[config.mk]
export PLATFORM = sky130hd
export DESIGN_NAME = shutter_motor_touch_sequencer_unit
export DESIGN_NICKNAME = d
export VERILOG_FILES = /design/src/hdl/smts_pkg.sv /design/src/hdl/smts_fsm.sv /design/src/hdl/shutter_motor_touch_sequencer_unit.sv
export SDC_FILE = /design/constraint.sdc
export NUM_CORES = 1
export LEC_CHECK = 0
export BUFFER_PORTS_ARGS = -buffer_cell sky130_fd_sc_hd__buf_2
export CORE_MARGIN = 2
export CORE_UTILIZATION = 63
export CTS_CLUSTER_SIZE = 14
export DETAILED_ROUTE_END_ITERATION = 10
export PLACE_DENSITY = 0.79
export REMOVE_ABC_BUFFERS = 1
export SYNTH_ARGS = -nofsm -noshare
export SYNTH_HDL_FRONTEND = slang
export SYNTH_SLANG_ARGS = --single-unit
[constraint.sdc]
create_clock -name clk -period 6.1 [get_ports clk]
set_clock_uncertainty 0.15 [all_clocks]
set_input_delay 0.305 -clock clk [delete_from_list [all_inputs] [get_ports clk]]
set_output_delay 0.305 -clock clk [all_outputs]
set_load 0.005 [all_outputs]
[src/hdl/smts_pkg.sv]
`timescale 1ns / 1ps
package smts_pkg;

	localparam int unsigned CNT_W = 16;
	localparam logic [CNT_W-1:0] SAT_MAX = 16'd65000;

	typedef enum logic [3:0] {
		PH_IDLE        = 4'd0,
		PH_HOLD        = 4'd1,
		PH_SWITCH      = 4'd2,
		PH_SETTLE      = 4'd3,
		PH_WAIT_REL    = 4'd4,
		PH_REL_DEB     = 4'd5,
		PH_RUN         = 4'd6,
		PH_WAIT_STOP   = 4'd7,
		PH_STOP_DEB    = 4'd8,
		PH_SWITCH_STOP = 4'd9,
		PH_POST        = 4'd10
	} phase_t;

	typedef enum logic [1:0] {
		LED_OFF = 2'd0,
		LED_UP  = 2'd1,
		LED_DN  = 2'd2
	} led_t;

	typedef enum logic [2:0] {
		REG_HOLD        = 3'd0,
		REG_RUN_LIMIT   = 3'd1,
		REG_SWITCH      = 3'd2,
		REG_SETTLE      = 3'd3,
		REG_REL_TIMEOUT = 3'd4,
		REG_REL_DEB     = 3'd5,
		REG_POST        = 3'd6
	} reg_idx_t;

	localparam logic BTN_UP   = 1'b0;
	localparam logic BTN_DOWN = 1'b1;

	localparam logic [CNT_W-1:0] RST_HOLD        = 16'd20;
	localparam logic [CNT_W-1:0] RST_RUN_LIMIT   = 16'd350;
	localparam logic [CNT_W-1:0] RST_SWITCH      = 16'd10;
	localparam logic [CNT_W-1:0] RST_SETTLE      = 16'd4;
	localparam logic [CNT_W-1:0] RST_REL_TIMEOUT = 16'd600;
	localparam logic [CNT_W-1:0] RST_REL_DEB     = 16'd10;
	localparam logic [CNT_W-1:0] RST_POST        = 16'd20;

	typedef struct packed {
		logic [CNT_W-1:0] hold_ticks;
		logic [CNT_W-1:0] run_limit_ticks;
		logic [CNT_W-1:0] switch_delay_ticks;
		logic [CNT_W-1:0] settle_ticks;
		logic [CNT_W-1:0] release_timeout_ticks;
		logic [CNT_W-1:0] release_debounce_ticks;
		logic [CNT_W-1:0] post_delay_ticks;
	} cfg_t;

	typedef struct packed {
		logic tick;
		logic sample_valid;
		logic up_pressed;
		logic down_pressed;
	} item_t;

	typedef struct packed {
		logic   motor_drive;
		logic   direction_up;
		led_t   led_mode;
		phase_t phase;
	} result_t;

	function automatic logic delay_done(input logic [CNT_W-1:0] cnt,
		input logic [CNT_W-1:0] limit);
		logic [CNT_W-1:0] lim;
		lim = (limit > SAT_MAX) ? SAT_MAX : limit;
		return cnt >= lim;
	endfunction

endpackage

[src/hdl/smts_fsm.sv]
`timescale 1ns / 1ps
module smts_fsm (
	input  logic             clk,
	input  logic             arst_n,
	input  logic             step,
	input  smts_pkg::item_t  item,
	input  smts_pkg::cfg_t   cfg,
	output smts_pkg::result_t result
);
	import smts_pkg::*;

	phase_t           phase_q, phase_d;
	logic [CNT_W-1:0] delay_q, delay_d;
	logic [CNT_W-1:0] run_q, run_d;
	logic             run_active_q, run_active_d;
	logic             chosen_q, chosen_d;
	logic             motor_q, motor_d;
	logic             dir_q, dir_d;
	led_t             led_q, led_d;

	logic             chosen_pressed;

	assign chosen_pressed = (chosen_q == BTN_DOWN) ? item.down_pressed : item.up_pressed;

	always_comb begin
		logic [CNT_W-1:0] dcnt;
		logic [CNT_W-1:0] rcnt;
		dcnt = delay_q;
		rcnt = run_q;
		if (item.tick) begin
			if (delay_q < SAT_MAX) dcnt = delay_q + 1'b1;
			if (run_active_q && (run_q < SAT_MAX)) rcnt = run_q + 1'b1;
		end
		phase_d      = phase_q;
		delay_d      = dcnt;
		run_d        = rcnt;
		run_active_d = run_active_q;
		chosen_d     = chosen_q;
		motor_d      = motor_q;
		dir_d        = dir_q;
		led_d        = led_q;
		case (phase_q)
			PH_HOLD: begin
				if (delay_done(dcnt, cfg.hold_ticks)) begin
					motor_d = 1'b0;
					phase_d = PH_SWITCH;
					delay_d = '0;
				end else if (item.sample_valid && !chosen_pressed) begin
					led_d   = LED_OFF;
					phase_d = PH_POST;
					delay_d = '0;
				end
			end
			PH_SWITCH: begin
				if (delay_done(dcnt, cfg.switch_delay_ticks)) begin
					dir_d   = (chosen_q == BTN_UP);
					phase_d = PH_SETTLE;
					delay_d = '0;
				end
			end
			PH_SETTLE: begin
				if (delay_done(dcnt, cfg.settle_ticks)) begin
					motor_d      = 1'b1;
					run_d        = '0;
					run_active_d = 1'b1;
					phase_d      = PH_WAIT_REL;
					delay_d      = '0;
				end
			end
			PH_WAIT_REL, PH_WAIT_STOP: begin
				if ((dcnt > cfg.release_timeout_ticks) ||
					(item.sample_valid && !chosen_pressed)) begin
					phase_d = (phase_q == PH_WAIT_REL) ? PH_REL_DEB : PH_STOP_DEB;
					delay_d = '0;
				end
			end
			PH_REL_DEB: begin
				if (delay_done(dcnt, cfg.release_debounce_ticks)) begin
					phase_d = PH_RUN;
					delay_d = '0;
				end
			end
			PH_RUN: begin
				if (rcnt > cfg.run_limit_ticks) begin
					motor_d      = 1'b0;
					run_active_d = 1'b0;
					phase_d      = PH_SWITCH_STOP;
					delay_d      = '0;
				end else if (item.sample_valid && (item.up_pressed || item.down_pressed)) begin
					motor_d  = 1'b0;
					chosen_d = item.up_pressed ? BTN_UP : BTN_DOWN;
					phase_d  = PH_WAIT_STOP;
					delay_d  = '0;
				end
			end
			PH_STOP_DEB: begin
				if (delay_done(dcnt, cfg.release_debounce_ticks)) begin
					phase_d = PH_SWITCH_STOP;
					delay_d = '0;
				end
			end
			PH_SWITCH_STOP: begin
				if (delay_done(dcnt, cfg.switch_delay_ticks)) begin
					dir_d   = 1'b0;
					led_d   = LED_OFF;
					phase_d = PH_POST;
					delay_d = '0;
				end
			end
			PH_POST: begin
				if (delay_done(dcnt, cfg.post_delay_ticks)) phase_d = PH_IDLE;
			end
			default: begin
				phase_d = PH_IDLE;
				if (item.sample_valid) begin
					if (item.up_pressed) begin
						chosen_d = BTN_UP;
						led_d    = LED_UP;
						phase_d  = PH_HOLD;
						delay_d  = '0;
					end else if (item.down_pressed) begin
						chosen_d = BTN_DOWN;
						led_d    = LED_DN;
						phase_d  = PH_HOLD;
						delay_d  = '0;
					end else begin
						led_d = LED_OFF;
					end
				end
			end
		endcase
	end

	// The result of an item is the state after its update.
	always_comb begin
		result.motor_drive  = motor_d;
		result.direction_up = dir_d;
		result.led_mode     = led_d;
		result.phase        = phase_d;
	end

	always_ff @(posedge clk or negedge arst_n) begin
		if (!arst_n) begin
			phase_q      <= PH_IDLE;
			delay_q      <= '0;
			run_q        <= '0;
			run_active_q <= 1'b0;
			chosen_q     <= BTN_UP;
			motor_q      <= 1'b0;
			dir_q        <= 1'b0;
			led_q        <= LED_OFF;
		end else if (step) begin
			phase_q      <= phase_d;
			delay_q      <= delay_d;
			run_q        <= run_d;
			run_active_q <= run_active_d;
			chosen_q     <= chosen_d;
			motor_q      <= motor_d;
			dir_q        <= dir_d;
			led_q        <= led_d;
		end
	end

	// The motor is only energized between the settle delay and the stop.
	a_motor_phase: assert property (@(posedge clk) disable iff (!arst_n)
		motor_q |-> (phase_q == PH_WAIT_REL || phase_q == PH_REL_DEB || phase_q == PH_RUN))
		else $error("motor on outside the run phases");

	a_counters_sat: assert property (@(posedge clk) disable iff (!arst_n)
		(delay_q <= SAT_MAX) && (run_q <= SAT_MAX))
		else $error("counter beyond saturation");

	a_led_code: assert property (@(posedge clk) disable iff (!arst_n)
		(led_q != 2'd3))
		else $error("invalid indicator code");

	a_hold_state: assert property (@(posedge clk) disable iff (!arst_n)
		!step |=> ($stable(phase_q) && $stable(delay_q) && $stable(run_q)))
		else $error("state changed without an item");

	a_idle_motor: assert property (@(posedge clk) disable iff (!arst_n)
		(phase_q == PH_IDLE) |-> (!motor_q && !dir_q))
		else $error("relays not at rest in idle");

endmodule

[src/hdl/shutter_motor_touch_sequencer_unit.sv]
`timescale 1ns / 1ps
// Channel   Handshake             Payload
// input     in_valid / in_ready   tick, sample_valid, up_pressed, down_pressed
// output    out_valid / out_ready motor_drive, direction_up, led_mode, phase
// config    cfg_we                cfg_index, cfg_data
//
// One item per cycle while the output is not stalled. An accepted item waits in
// the input register while the sequencer works out its update, and the result
// is loaded into the output register once that register is empty or being read.
// A stalled output holds its result and the input register keeps accepting
// until it is also full.
// Reset clears the sequencer to idle and loads the default register values.
module shutter_motor_touch_sequencer_unit (
	input  logic                       clk,
	input  logic                       arst_n,
	input  logic                       in_valid,
	output logic                       in_ready,
	input  logic                       tick,
	input  logic                       sample_valid,
	input  logic                       up_pressed,
	input  logic                       down_pressed,
	output logic                       out_valid,
	input  logic                       out_ready,
	output logic                       motor_drive,
	output logic                       direction_up,
	output logic [1:0]                 led_mode,
	output logic [3:0]                 phase,
	input  logic                       cfg_we,
	input  logic [2:0]                 cfg_index,
	input  logic [smts_pkg::CNT_W-1:0] cfg_data
);
	import smts_pkg::*;

	cfg_t    cfg_q;
	item_t   item_s1;
	logic    valid_s1;
	logic    advance;
	result_t result;
	result_t out_q;
	logic    out_valid_q;

	assign advance  = valid_s1 && (!out_valid_q || out_ready);
	assign in_ready = !valid_s1 || advance;

	always_ff @(posedge clk or negedge arst_n) begin
		if (!arst_n) begin
			cfg_q.hold_ticks             <= RST_HOLD;
			cfg_q.run_limit_ticks        <= RST_RUN_LIMIT;
			cfg_q.switch_delay_ticks     <= RST_SWITCH;
			cfg_q.settle_ticks           <= RST_SETTLE;
			cfg_q.release_timeout_ticks  <= RST_REL_TIMEOUT;
			cfg_q.release_debounce_ticks <= RST_REL_DEB;
			cfg_q.post_delay_ticks       <= RST_POST;
		end else if (cfg_we) begin
			case (reg_idx_t'(cfg_index))
				REG_HOLD:        cfg_q.hold_ticks             <= cfg_data;
				REG_RUN_LIMIT:   cfg_q.run_limit_ticks        <= cfg_data;
				REG_SWITCH:      cfg_q.switch_delay_ticks     <= cfg_data;
				REG_SETTLE:      cfg_q.settle_ticks           <= cfg_data;
				REG_REL_TIMEOUT: cfg_q.release_timeout_ticks  <= cfg_data;
				REG_REL_DEB:     cfg_q.release_debounce_ticks <= cfg_data;
				REG_POST:        cfg_q.post_delay_ticks       <= cfg_data;
				default: ;
			endcase
		end
	end

	always_ff @(posedge clk or negedge arst_n) begin
		if (!arst_n) begin
			valid_s1 <= 1'b0;
		end else if (in_ready) begin
			valid_s1 <= in_valid;
		end
	end

	always_ff @(posedge clk) begin
		if (in_valid && in_ready) begin
			item_s1.tick         <= tick;
			item_s1.sample_valid <= sample_valid;
			item_s1.up_pressed   <= up_pressed;
			item_s1.down_pressed <= down_pressed;
		end
	end

	smts_fsm u_fsm (
		.clk    (clk),
		.arst_n (arst_n),
		.step   (advance),
		.item   (item_s1),
		.cfg    (cfg_q),
		.result (result)
	);

	always_ff @(posedge clk or negedge arst_n) begin
		if (!arst_n) begin
			out_valid_q <= 1'b0;
		end else if (advance) begin
			out_valid_q <= 1'b1;
		end else if (out_ready) begin
			out_valid_q <= 1'b0;
		end
	end

	always_ff @(posedge clk) begin
		if (advance) out_q <= result;
	end

	assign out_valid    = out_valid_q;
	assign motor_drive  = out_q.motor_drive;
	assign direction_up = out_q.direction_up;
	assign led_mode     = out_q.led_mode;
	assign phase        = out_q.phase;

endmodule
==> results of run 1 <==
-- metal layers --
metal	wire length, µm	vias up	global-route usage, %	part of all wire [%]
met2	12900	375	50.5	46
met4	665	0	9.12	2.4
met1	12500	4296	47.5	44
met3	2210	54	6.08	7.8
li1	-	4174	-	-
met5	0	-	0	0
-- how the worst max path moves through the flow --
stage	startpoint	end	slack, ps	depth (start not counted)
3_5_place_dp	u_fsm.run_q[4]	u_fsm.delay_q[3]	960	19
2_1_floorplan	u_fsm.run_q[4]	u_fsm.delay_q[3]	1160	18
6_report	u_fsm.run_q[4]	u_fsm.delay_q[3]	820	18
4_1_cts	u_fsm.run_q[4]	u_fsm.delay_q[3]	880	19
3_3_place_gp	u_fsm.run_q[4]	u_fsm.delay_q[3]	1150	19
5_1_grt	u_fsm.delay_q[6]	u_fsm.delay_q[3]	510	19
-- area by class of cell --
class                   instances  area, µm²  area share, %
multi-input cells             850       6040           50.8
flip-flops and latches        168       4290           36.0
clock buffers                  17        425           3.57
repair buffers                 63        404           3.39
inverters                      80        300           2.52
well taps                     220        275           2.31
clock inverters                15        171           1.44
-- flip-flops by register name, summed over array words and instances (netlist names) --
register            cells
direction_up            1
u_fsm.chosen_q          1
motor_drive             1
u_fsm.phase_q           4
phase                   4
out_valid               1
u_fsm.run_q            16
u_fsm.run_active_q      1
u_fsm.led_q             2
led_mode                2
item_s1                 4
cfg_q                 112
u_fsm.dir_q             1
valid_s1                1
u_fsm.delay_q          16
u_fsm.motor_q           1
-- power by group --
| group | internal [mW] | switching [mW] | total, mW |
|---|---|---|---|
| combinational | 0.519 | 0.715 | 1.23 |
| sequential | 1.36 | 0.179 | 1.54 |
| clock | 0.556 | 0.542 | 1.10 |
| total | 2.44 | 1.44 | 3.87 |
-- worst min-delay path, stage by stage --
cell     delay, ps
buf_2          180
nand2_1         80
o21ai_0         70
-- cell usage after synthesis, drive strengths merged (8+ instances only) --
cell,instances,area [µm²]
nand2,157,589
dfrtp,137,3430
o21ai,114,608
ha,108,1350
inv,79,297
mux2,74,833
nor2,68,255
a21oi,36,180
clkbuf,32,120
nand2b,23,144
nand3,22,110
nor3,21,116
nand4,20,125
dfstp,19,499
a21o,18,135
xor2,16,140
o31ai,13,97.6
edfxtp,12,360
xnor2,12,105
a211oi,10,87.6
and2,10,62.6
nor2b,10,62.6
or3,9,56.3
and3,8,50.1
-- cells by family after synthesis --
group           synth area share, %
mux                            7.93
buf+inv                        4.14
simple gates                   16.3
flops                          39.9
xor+xnor                       2.49
fa+ha+maj                      12.6
compound gates                 16.7
-- through the flow --
step / cell area (µm²) / std cells / hold slack, ps
2_1_floorplan: 10600 / 1098 / -141
5_1_grt: 11900 / 1413 / 75.1
3_5_place_dp: 11200 / 1374 / 321
3_3_place_gp: 11200 / 1374 / 319
6_report: 11900 / 1413 / 57.3
4_1_cts: 11900 / 1413 / 37.3
==> key figures, run 1 <==
Run status
  – Status: finished clean

Yosys
  – Post-synth ARST share: between 90% and 100%
  – Sequential-to-total area share from yosys stat: about two fifths
  – Avg Cell Area, Syn: between 9 and 10 µm²
  – Post-synth EDFFs: 12
  – #FFs+latches synth: approximately 170
  – Post-Syn Instances: about 1100
  – Synth cell types: between 70 and 80
  – Synthesis Warnings: 0
  – Top_reg_cell synth: dfrtp_1
  – Post-synth design cell area: 10800 µm²

Timing
  – Endpoints failing hold: 0
  – Setup ws final: roughly 820 ps
  – Final setup TNS: 0 ps
  – Worst-margin pin slew: approximately 990 ps
  – Final setup viols: 0
  – RSZ-0062 raised after global routing: false
  – Fmax: 0.190 GHz
  – Max_slew headroom: between 30% and 40%
  – Final Cycle Share: 86.5%
  – Pins Over Slew Limit: 0
  – Crit path time final: about 5300 ps

Floorplanning
  – Floorplan Core Area: ~17000 µm²
  – Num rows: 47
  – Die Height: ~130 µm
  – DIE AREA: 18100 µm²
  – Top Ports: 38
  – Die Wd: roughly 130 µm
  – Starting density of the core: about 65%

Routing
  – Routed len/inst: 20.0 µm
  – DR iter-0 viols: between 800 and 900
  – DR DRC count: 0
  – DRT Wirelength: roughly 28000 µm
  – Via Count: between 8000 and 9000
  – Final antenna-violating net count: 0
  – Via/cell ratio: between 6 and 7
  – DRT Pass-1 Iters: 6

Global routing
  – Vias in the first global route: about 8600
  – Total gr overflow: 0
  – Initial antenna violation count: 0
  – GRT Overall Usage: between 30% and 40%
  – Pin count of the biggest net entering global routing: just over 100
  – First-pass GRT wire length: ~46000 µm

Worst setup path
  – Crit Path Max Fanout: 17
  – Critical-path cell list: or2_2 > a41o_1 > a2111oi_2 > nand3_1 > nor2_1 > nand3_1 > xnor2_1 > ha_1 > nand4_1 > a211oi_1 > o31ai_1 > a31oi_1 > o21ai_0 > a221o_1 > nor4b_4 > buf_4 > o21ai_1 > a21o_1
  – Worst r2r src: u_fsm.run_q[4]
  – Critical Path Most Common Cell: nand3_1
  – Worst path slowest cell: a2111oi_2
  – Critical Path End Type: flip-flop
  – Element type at the critical path start: flip-flop
  – Cell family with most CP delay: compound AO/OA/AOI/OAI gates
  – Worst path required time: approximately 6300 ps
  – Worst path bufs/invs: 1
  – CP peak stage delay: ~460 ps
  – Crit path kind: reg -> reg
  – Worst r2r dst: u_fsm.delay_q[3]
  – Worst Reg-to-Reg Cells: 18
  – R2r setup slk: slightly above 800 ps
  – Arrival @ worst endpoint: 5460 ps

Layout
  – Final nets: ~1300
  – Fin util: between 70% and 80%
  – Fraction of layout instances using a drive strength above 1: approximately 18%
  – # fillers: 1227
  – Syn-to-layout area delta: 10.7%
  – Leading cell type in the layout, fill and taps excluded: nand2_1
  – Antenna diodes: 0
  – Most frequent cells in the layout: nand2_1, dfrtp_1, ha_1, o21ai_0, inv_1

Clocking
  – Resized cells post-CTS: 0
  – # hold bufs at CTS: 7
  – Clock Path Buffers: 2
  – Setup bufs post-CTS: 0
  – TritonCTS clock tree: built
  – CTS clk-pin slew, worst paths: ~70 ps
  – Total CTS buffers: 17
  – Clk_lat worst skew: roughly 440 ps
  – Clk root buf: clkbuf_16
  – H-Tree Depth: 4
  – Clock Sink Count: between 150 and 200

Place
  – Detailed Place HPWL: about 20000 µm
  – Post-Place Setup Slack: around 960 ps
  – PortBufs: 37
  – Routability Congestion: between 0.9 and 1

Power and ir drop
  – VDD IR max: about 230 µV
  – LEAKAGE: 5.54 nW
  – Tot Pwr: a little under 4 mW
  – Pwr per Cell Area: between 300 and 400 nW/µm²

Worst hold path
  – Worst Hold Depth: 3
  – Worst Hold Class: in -> reg
  – Worst Hold Launch: cfg_data[4]
  – Hold EP: cfg_q[84]

Job
  – Max-cap violations: 0
No activity file was read; power rests on OpenSTA's default activity.
==> run 2: changes to the inputs <==
Settings changed: BUFFER_PORTS_ARGS -buffer_cell sky130_fd_sc_hd__buf_2 to -buffer_cell sky130_fd_sc_hd__clkbuf_2.
==> run 2 against run 1 <==
  * First-iteration DRC count rose by 9.8%
  * Critical endpoint is now u_fsm.phase_q[1]
  * Worst hold slack got worse by 43 ps
  * Combinational power rose by 7%
  * Cell area rose by 0.67%
  * Register-to-register slack about the same
  * Clock power barely moved
  * Sequential share of layout area is 0.24 points lower
  * Flip-flop and latch count unchanged
  * Non-clock buffer count is 11 higher
  * Fmax up 0.15%
  * Highest routed layer unchanged
==> key figures, run 2 (same netlist as run 1, synthesis figures left out) <==
Routing
  – DR iter-0 viols: 967
  – DR DRC count: 0
  – DRT Wirelength: just under 30000 µm
  – Via/cell ratio: roughly 6.3
  – Via Count: between 8000 and 9000
  – Final antenna-violating net count: 0
  – DRT Pass-1 Iters: 6
  – Routed len/inst: around 20 µm

Worst setup path
  – R2r setup slk: just over 800 ps
  – Cell family with most CP delay: simple AND/OR/NAND/NOR gates
  – Worst path slowest cell: or3_1
  – Worst r2r dst: u_fsm.phase_q[1]
  – Crit path kind: reg -> reg
  – CP Launch Point: u_fsm.delay_q[6]
  – CP peak stage delay: 480 ps
  – Worst Reg-to-Reg Cells: 18
  – Worst path required time: roughly 6300 ps
  – Worst r2r src: u_fsm.delay_q[6]
  – Critical Path End Type: flip-flop
  – Crit Path Max Fanout: 8
  – Arrival @ worst endpoint: roughly 5400 ps
  – Critical-path cell list: nand3_1 > o21bai_2 > nand2_1 > nand2_1 > or3_1 > nor3_1 > xor2_1 > buf_4 > ha_1 > a21o_1 > a221o_1 > a221oi_1 > o21a_1 > nand3_1 > and3_1 > nor4_1 > o311ai_1 > mux2_2
  – Worst path bufs/invs: 1
  – Element type at the critical path start: flip-flop
  – Stages on worst setup path: 18

Floorplanning
  – Die Wd: approximately 130 µm
  – DIE AREA: around 18000 µm²
  – Num rows: 47
  – Starting density of the core: approximately 65%
  – Floorplan Core Area: approximately 17000 µm²
  – Die Height: roughly 130 µm
  – Top Ports: 38

Timing
  – Worst-margin pin slew: between 900 and 1000 ps
  – Crit path time final: between 5000 and 6000 ps
  – Hold WS: around 14 ps
  – Endpoints failing hold: 0
  – RSZ-0062 raised after global routing: false
  – Pins Over Slew Limit: 0
  – Final Cycle Share: between 80% and 90%
  – Fmax: approximately 0.19 GHz
  – Max_slew headroom: between 30% and 40%
  – Final setup TNS: 0 ps
  – Final setup viols: 0

Place
  – Routability Congestion: 0.914
  – Detailed Place HPWL: 20000 µm
  – PortBufs: 37
  – Placed cell area: 11300 µm²

Worst hold path
  – Worst Hold Depth: 3
  – Worst Hold Launch: out_ready
  – Hold EP: out_valid
  – Worst Hold Class: in -> reg

Run status
  – Status: finished clean

Job
  – Max-cap violations: 0

Global routing
  – Total gr overflow: 0
  – First-pass GRT wire length: between 40000 and 50000 µm
  – GRT Overall Usage: approximately a third
  – Initial antenna violation count: 0
  – Vias in the first global route: between 8000 and 9000
  – Pin count of the biggest net entering global routing: between 90 and 100

Clocking
  – Total CTS buffers: 17
  – TritonCTS clock tree: built
  – Clock Path Buffers: 2
  – Clk_lat worst skew: 430 ps
  – Clk root buf: clkbuf_16
  – H-Tree Depth: 4
  – Clock Sink Count: 168
  – CTS clk-pin slew, worst paths: around 60 ps

Layout
  – Final nets: 1327
  – Antenna diodes: 0
  – Fraction of layout instances using a drive strength above 1: 18.0%
  – Regs by FF count: cfg_q x112, u_fsm.delay_q x16, u_fsm.run_q x16
  – Biggest register: cfg_q
  – Largest register FFs: 112
  – Most frequent cells in the layout: nand2_1, dfrtp_1, ha_1, o21ai_0, inv_1
  – Leading cell type in the layout, fill and taps excluded: nand2_1
  – Design area: 12000 µm²
  – Syn-to-layout area delta: 11.4%

Power and ir drop
  – Pwr per Cell Area: 330 nW/µm²
  – VDD IR max: about 220 µV
  – LEAKAGE: about 5.6 nW
run 2: cell count changes in the layout (fill, tap and decap cells not counted), moves of 3 or more:
cell / previous run / this run
inv_8: 7 / 0
buf_2: 36 / 0
clkbuf_2: 0 / 36
clkbuf_8: 0 / 5
inv_6: 3 / 0
clkinv_8: 3 / 0
clkbuf_1: 0 / 8
buf_4: 19 / 30
run 2: worst register-to-register path, cell delays in order (launching register included):
cell,delay [ps]
dfrtp_1,470
nand3_1,200
o21bai_2,140
nand2_1,80
nand2_1,140
or3_1,480
nor3_1,230
xor2_1,430
buf_4,270
ha_1,260
a21o_1,180
a221o_1,310
a221oi_1,360
o21a_1,260
nand3_1,160
and3_1,240
nor4_1,320
o311ai_1,190
mux2_2,290
run 2: worst max-delay path by stage:
stage | slack [ps] | end
global placement | 590 | u_fsm.delay_q[3]
global route | 550 | u_fsm.phase_q[1]
detailed placement | 430 | u_fsm.delay_q[3]
finish | 830 | u_fsm.phase_q[1]
CTS | 410 | u_fsm.delay_q[3]
floorplan | 1160 | u_fsm.delay_q[3]
run 2: metrics by stage:
step	cells	utilization (%)	setup slack (ps)	power [mW]
3_3_place_gp	1378	67.7	589	2.68
2_1_floorplan	1098	-	1160	2.36
6_report	1424	72.0	832	3.96
3_5_place_dp	1378	67.7	433	2.73
5_1_grt	1424	72.0	551	4.17
4_1_cts	1416	71.6	405	3.83
run 2: per-layer routing:
metal	GRT usage [%]	routed length, µm	vias to the layer above
met5	0	0	-
met4	10.0	629	0
met3	4.43	2400	54
met2	51.1	13200	392
met1	48.0	12600	4352
li1	-	-	4194
run 2: layout make-up:
| cell class | count | area [µm²] |
|---|---|---|
| clock buffer | 30 | 524 |
| clock inverter | 2 | 60.1 |
| fill | 1216 | 4650 |
| inverter | 80 | 300 |
| multi-input combinational | 850 | 6040 |
| sequential | 168 | 4290 |
| tap | 220 | 275 |
| timing repair buffer | 74 | 497 |
run 2: what timing repair did:
| action | in CTS | in global routing |
|---|---|---|
| setup buffers | 0 | 8 |
| hold buffers | 6 | 0 |
| setup endpoints to repair | 0 | 3 |
| endpoints found under the hold margin | 93 | 0 |
| gates resized for setup | 0 | 0 |
run 2: report_power, final:
group          leakage, nW  switching (mW)  internal, mW
clock                0.283           0.432         0.660
combinational         3.29           0.725         0.596
sequential            2.02           0.183          1.36
total                 5.60            1.34          2.62
==> run 3: changes to the inputs <==
Settings changed: PLACE_DENSITY 0.79 to 0.91.
==> run 3 against run 2 <==
  * Critical path depth unchanged
  * Sequential power about the same
  * Worst hold slack better by 16 ps
  * Count of clock-buffer cells in the layout is 11 lower
  * Power decreased by 0.29%
  * Combinational power shrank 5%
  * Setup slack got worse by 400 ps
  * Sequential share of layout area rose by 0.26 points
  * First-iteration DRC count rose by 8.7%
  * Clock power grew 5%
  * Final cell count fell by 0.91%
  * Critical path type unchanged
==> key figures, run 3 (same netlist as run 1, synthesis figures left out) <==
Routing
  – DRT Pass-1 Iters: 6
  – DR iter-0 viols: about 1100
  – DRT Wirelength: about 30000 µm
  – Routed len/inst: ~21 µm
  – DR DRC count: 0
  – Via/cell ratio: 6.58
  – Final antenna-violating net count: 0
  – Via Count: roughly 9300

Power and ir drop
  – Net Sw Power: 1.39 mW
  – Sw Ratio: 35.2%
  – Clk network pwr share: 29.0%
  – Comb power frac: a little under a third
  – Sequential Power Share: between 30% and 40%
  – VDD IR max: between 200 and 300 µV
  – LEAKAGE: around 5.5 nW
  – Pwr per Cell Area: 332 nW/µm²
  – Internal power: around 2.6 mW

Timing
  – Worst-margin pin slew: ~1200 ps
  – Crit path time final: 5670 ps
  – Final setup TNS: 0 ps
  – Pins Over Slew Limit: 0
  – Max_slew headroom: roughly a fifth
  – Endpoints failing hold: 0
  – Final Cycle Share: 93.0%
  – Fmax: 0.176 GHz
  – Final setup viols: 0
  – Hold WS: about 30 ps
  – RSZ-0062 raised after global routing: false

Place
  – PortBufs: 37
  – Routability Congestion: 0.940
  – Detailed Place HPWL: 20400 µm

Worst setup path
  – CP peak stage delay: around 970 ps
  – Cell family with most CP delay: simple AND/OR/NAND/NOR gates
  – Worst Reg-to-Reg Cells: 18
  – Worst path required time: roughly 6300 ps
  – Critical-path cell list: or2_2 > a41o_1 > a2111o_1 > nor2_1 > and2_1 > and3_1 > nand3_1 > xnor2_1 > ha_1 > nand4_1 > a211oi_1 > o31ai_1 > a31oi_1 > o21ai_0 > a221o_1 > nor4b_4 > o21ai_1 > a21o_1
  – Critical Path End Type: flip-flop
  – Arrival @ worst endpoint: between 5000 and 6000 ps
  – Worst path slowest cell: nor4b_4
  – Element type at the critical path start: flip-flop
  – Crit Path Max Fanout: 17
  – Crit path kind: reg -> reg
  – Worst path bufs/invs: 0
  – Stages on worst setup path: 18

Layout
  – Leading cell type in the layout, fill and taps excluded: nand2_1
  – Fin util: between 70% and 80%
  – Largest register FFs: 112
  – Syn-to-layout area delta: 10.6%
  – Fraction of layout instances using a drive strength above 1: between 10% and 20%
  – Most frequent cells in the layout: nand2_1, dfrtp_1, ha_1, o21ai_0, inv_1
  – Regs by FF count: cfg_q x112, u_fsm.delay_q x16, u_fsm.run_q x16
  – Biggest register: cfg_q
  – Final nets: between 1000 and 1500

Job
  – Max-cap violations: 0

Global routing
  – Vias in the first global route: 9230
  – First-pass GRT wire length: about 48000 µm
  – Pin count of the biggest net entering global routing: 83
  – Total gr overflow: 0
  – Initial antenna violation count: 1
  – GRT Overall Usage: 34.4%

Worst hold path
  – Worst Hold Class: in -> reg
  – Worst Hold Depth: 3

Floorplanning
  – Die Height: about 130 µm
  – Floorplan Core Area: 16600 µm²
  – Starting density of the core: 64.6%
  – Top Ports: 38
  – Num rows: 47
  – Die Wd: about 130 µm
  – DIE AREA: 18100 µm²

Clocking
  – Setup bufs post-CTS: 0
  – TritonCTS clock tree: built
  – H-Tree Depth: 4
  – Clk root buf: clkbuf_16
  – Total CTS buffers: 17
  – Clock Path Buffers: 2
  – Clock Sink Count: around 170
  – CTS clk-pin slew, worst paths: approximately 70 ps
  – Clk_lat worst skew: around 450 ps

Run status
  – Status: finished clean
## run 3: power groups by stage
stage	clock network [mW]	logic [mW]	registers [mW]
after global placement	0	1.11	1.55
after CTS	1.14	1.22	1.54
after detailed placement	0	1.17	1.56
after floorplan	0	0.855	1.50
final	1.14	1.25	1.55
after global routing	1.20	1.37	1.58
## run 3: worst reg2reg max path, stage by stage, from the launching register on
cell and delay [ps]:
dfrtp_1 430, or2_2 320, a41o_1 280, a2111o_1 430, nor2_1 250, and2_1 260
and3_1 280, nand3_1 150, xnor2_1 150, ha_1 290, nand4_1 130, a211oi_1 200
o31ai_1 110, a31oi_1 340, o21ai_0 180, a221o_1 320, nor4b_4 970, o21ai_1 130
a21o_1 210
## run 3: stage by stage
stage | instances | power, mW | cell area, µm² | setup WS [ps]
finish | 1411 | 3.95 | 11900 | 428
detailed placement | 1372 | 2.73 | 11200 | 519
CTS | 1410 | 3.91 | 11900 | 502
floorplan | 1098 | 2.36 | 10600 | 1160
global placement | 1372 | 2.66 | 11200 | 611
global route | 1410 | 4.15 | 11900 | 1.62
## run 3: layout make-up
cell class,count,area [µm²]
multi-input cells,850,6040
fillers,1118,4740
flip-flops and latches,168,4290
clock buffers,19,433
repair buffers,60,379
inverters,80,300
well taps,220,275
clock inverters,13,179
diodes,1,2.50
## run 3: final timing paths
path / end / slack, ps / startpoint
worst max-delay path: u_fsm.delay_q[3] / 430 / u_fsm.run_q[4]
max in group asynchronous: u_fsm.run_q[4] / 4010 / arst_n
min in group asynchronous: cfg_q[45] / 340 / arst_n
worst min register to register: u_fsm.led_q[1] / 340 / u_fsm.led_q[1]
worst min-delay path: out_valid / 30 / out_ready
worst max register to register: u_fsm.delay_q[3] / 430 / u_fsm.run_q[4]
## run 3: layer usage
metal / up-vias / global-route usage [%] / wire (µm)
met5: - / 0 / 0
met1: 4476 / 42.8 / 11400
li1: 4153 / - / -
met4: 0 / 18.9 / 1520
met2: 530 / 54.3 / 13900
met3: 127 / 9.76 / 3180
## run 3: timing repair
action,CTS,global route
resized for setup,0,0
hold buffers,6,0
endpoints found under the hold margin,79,0
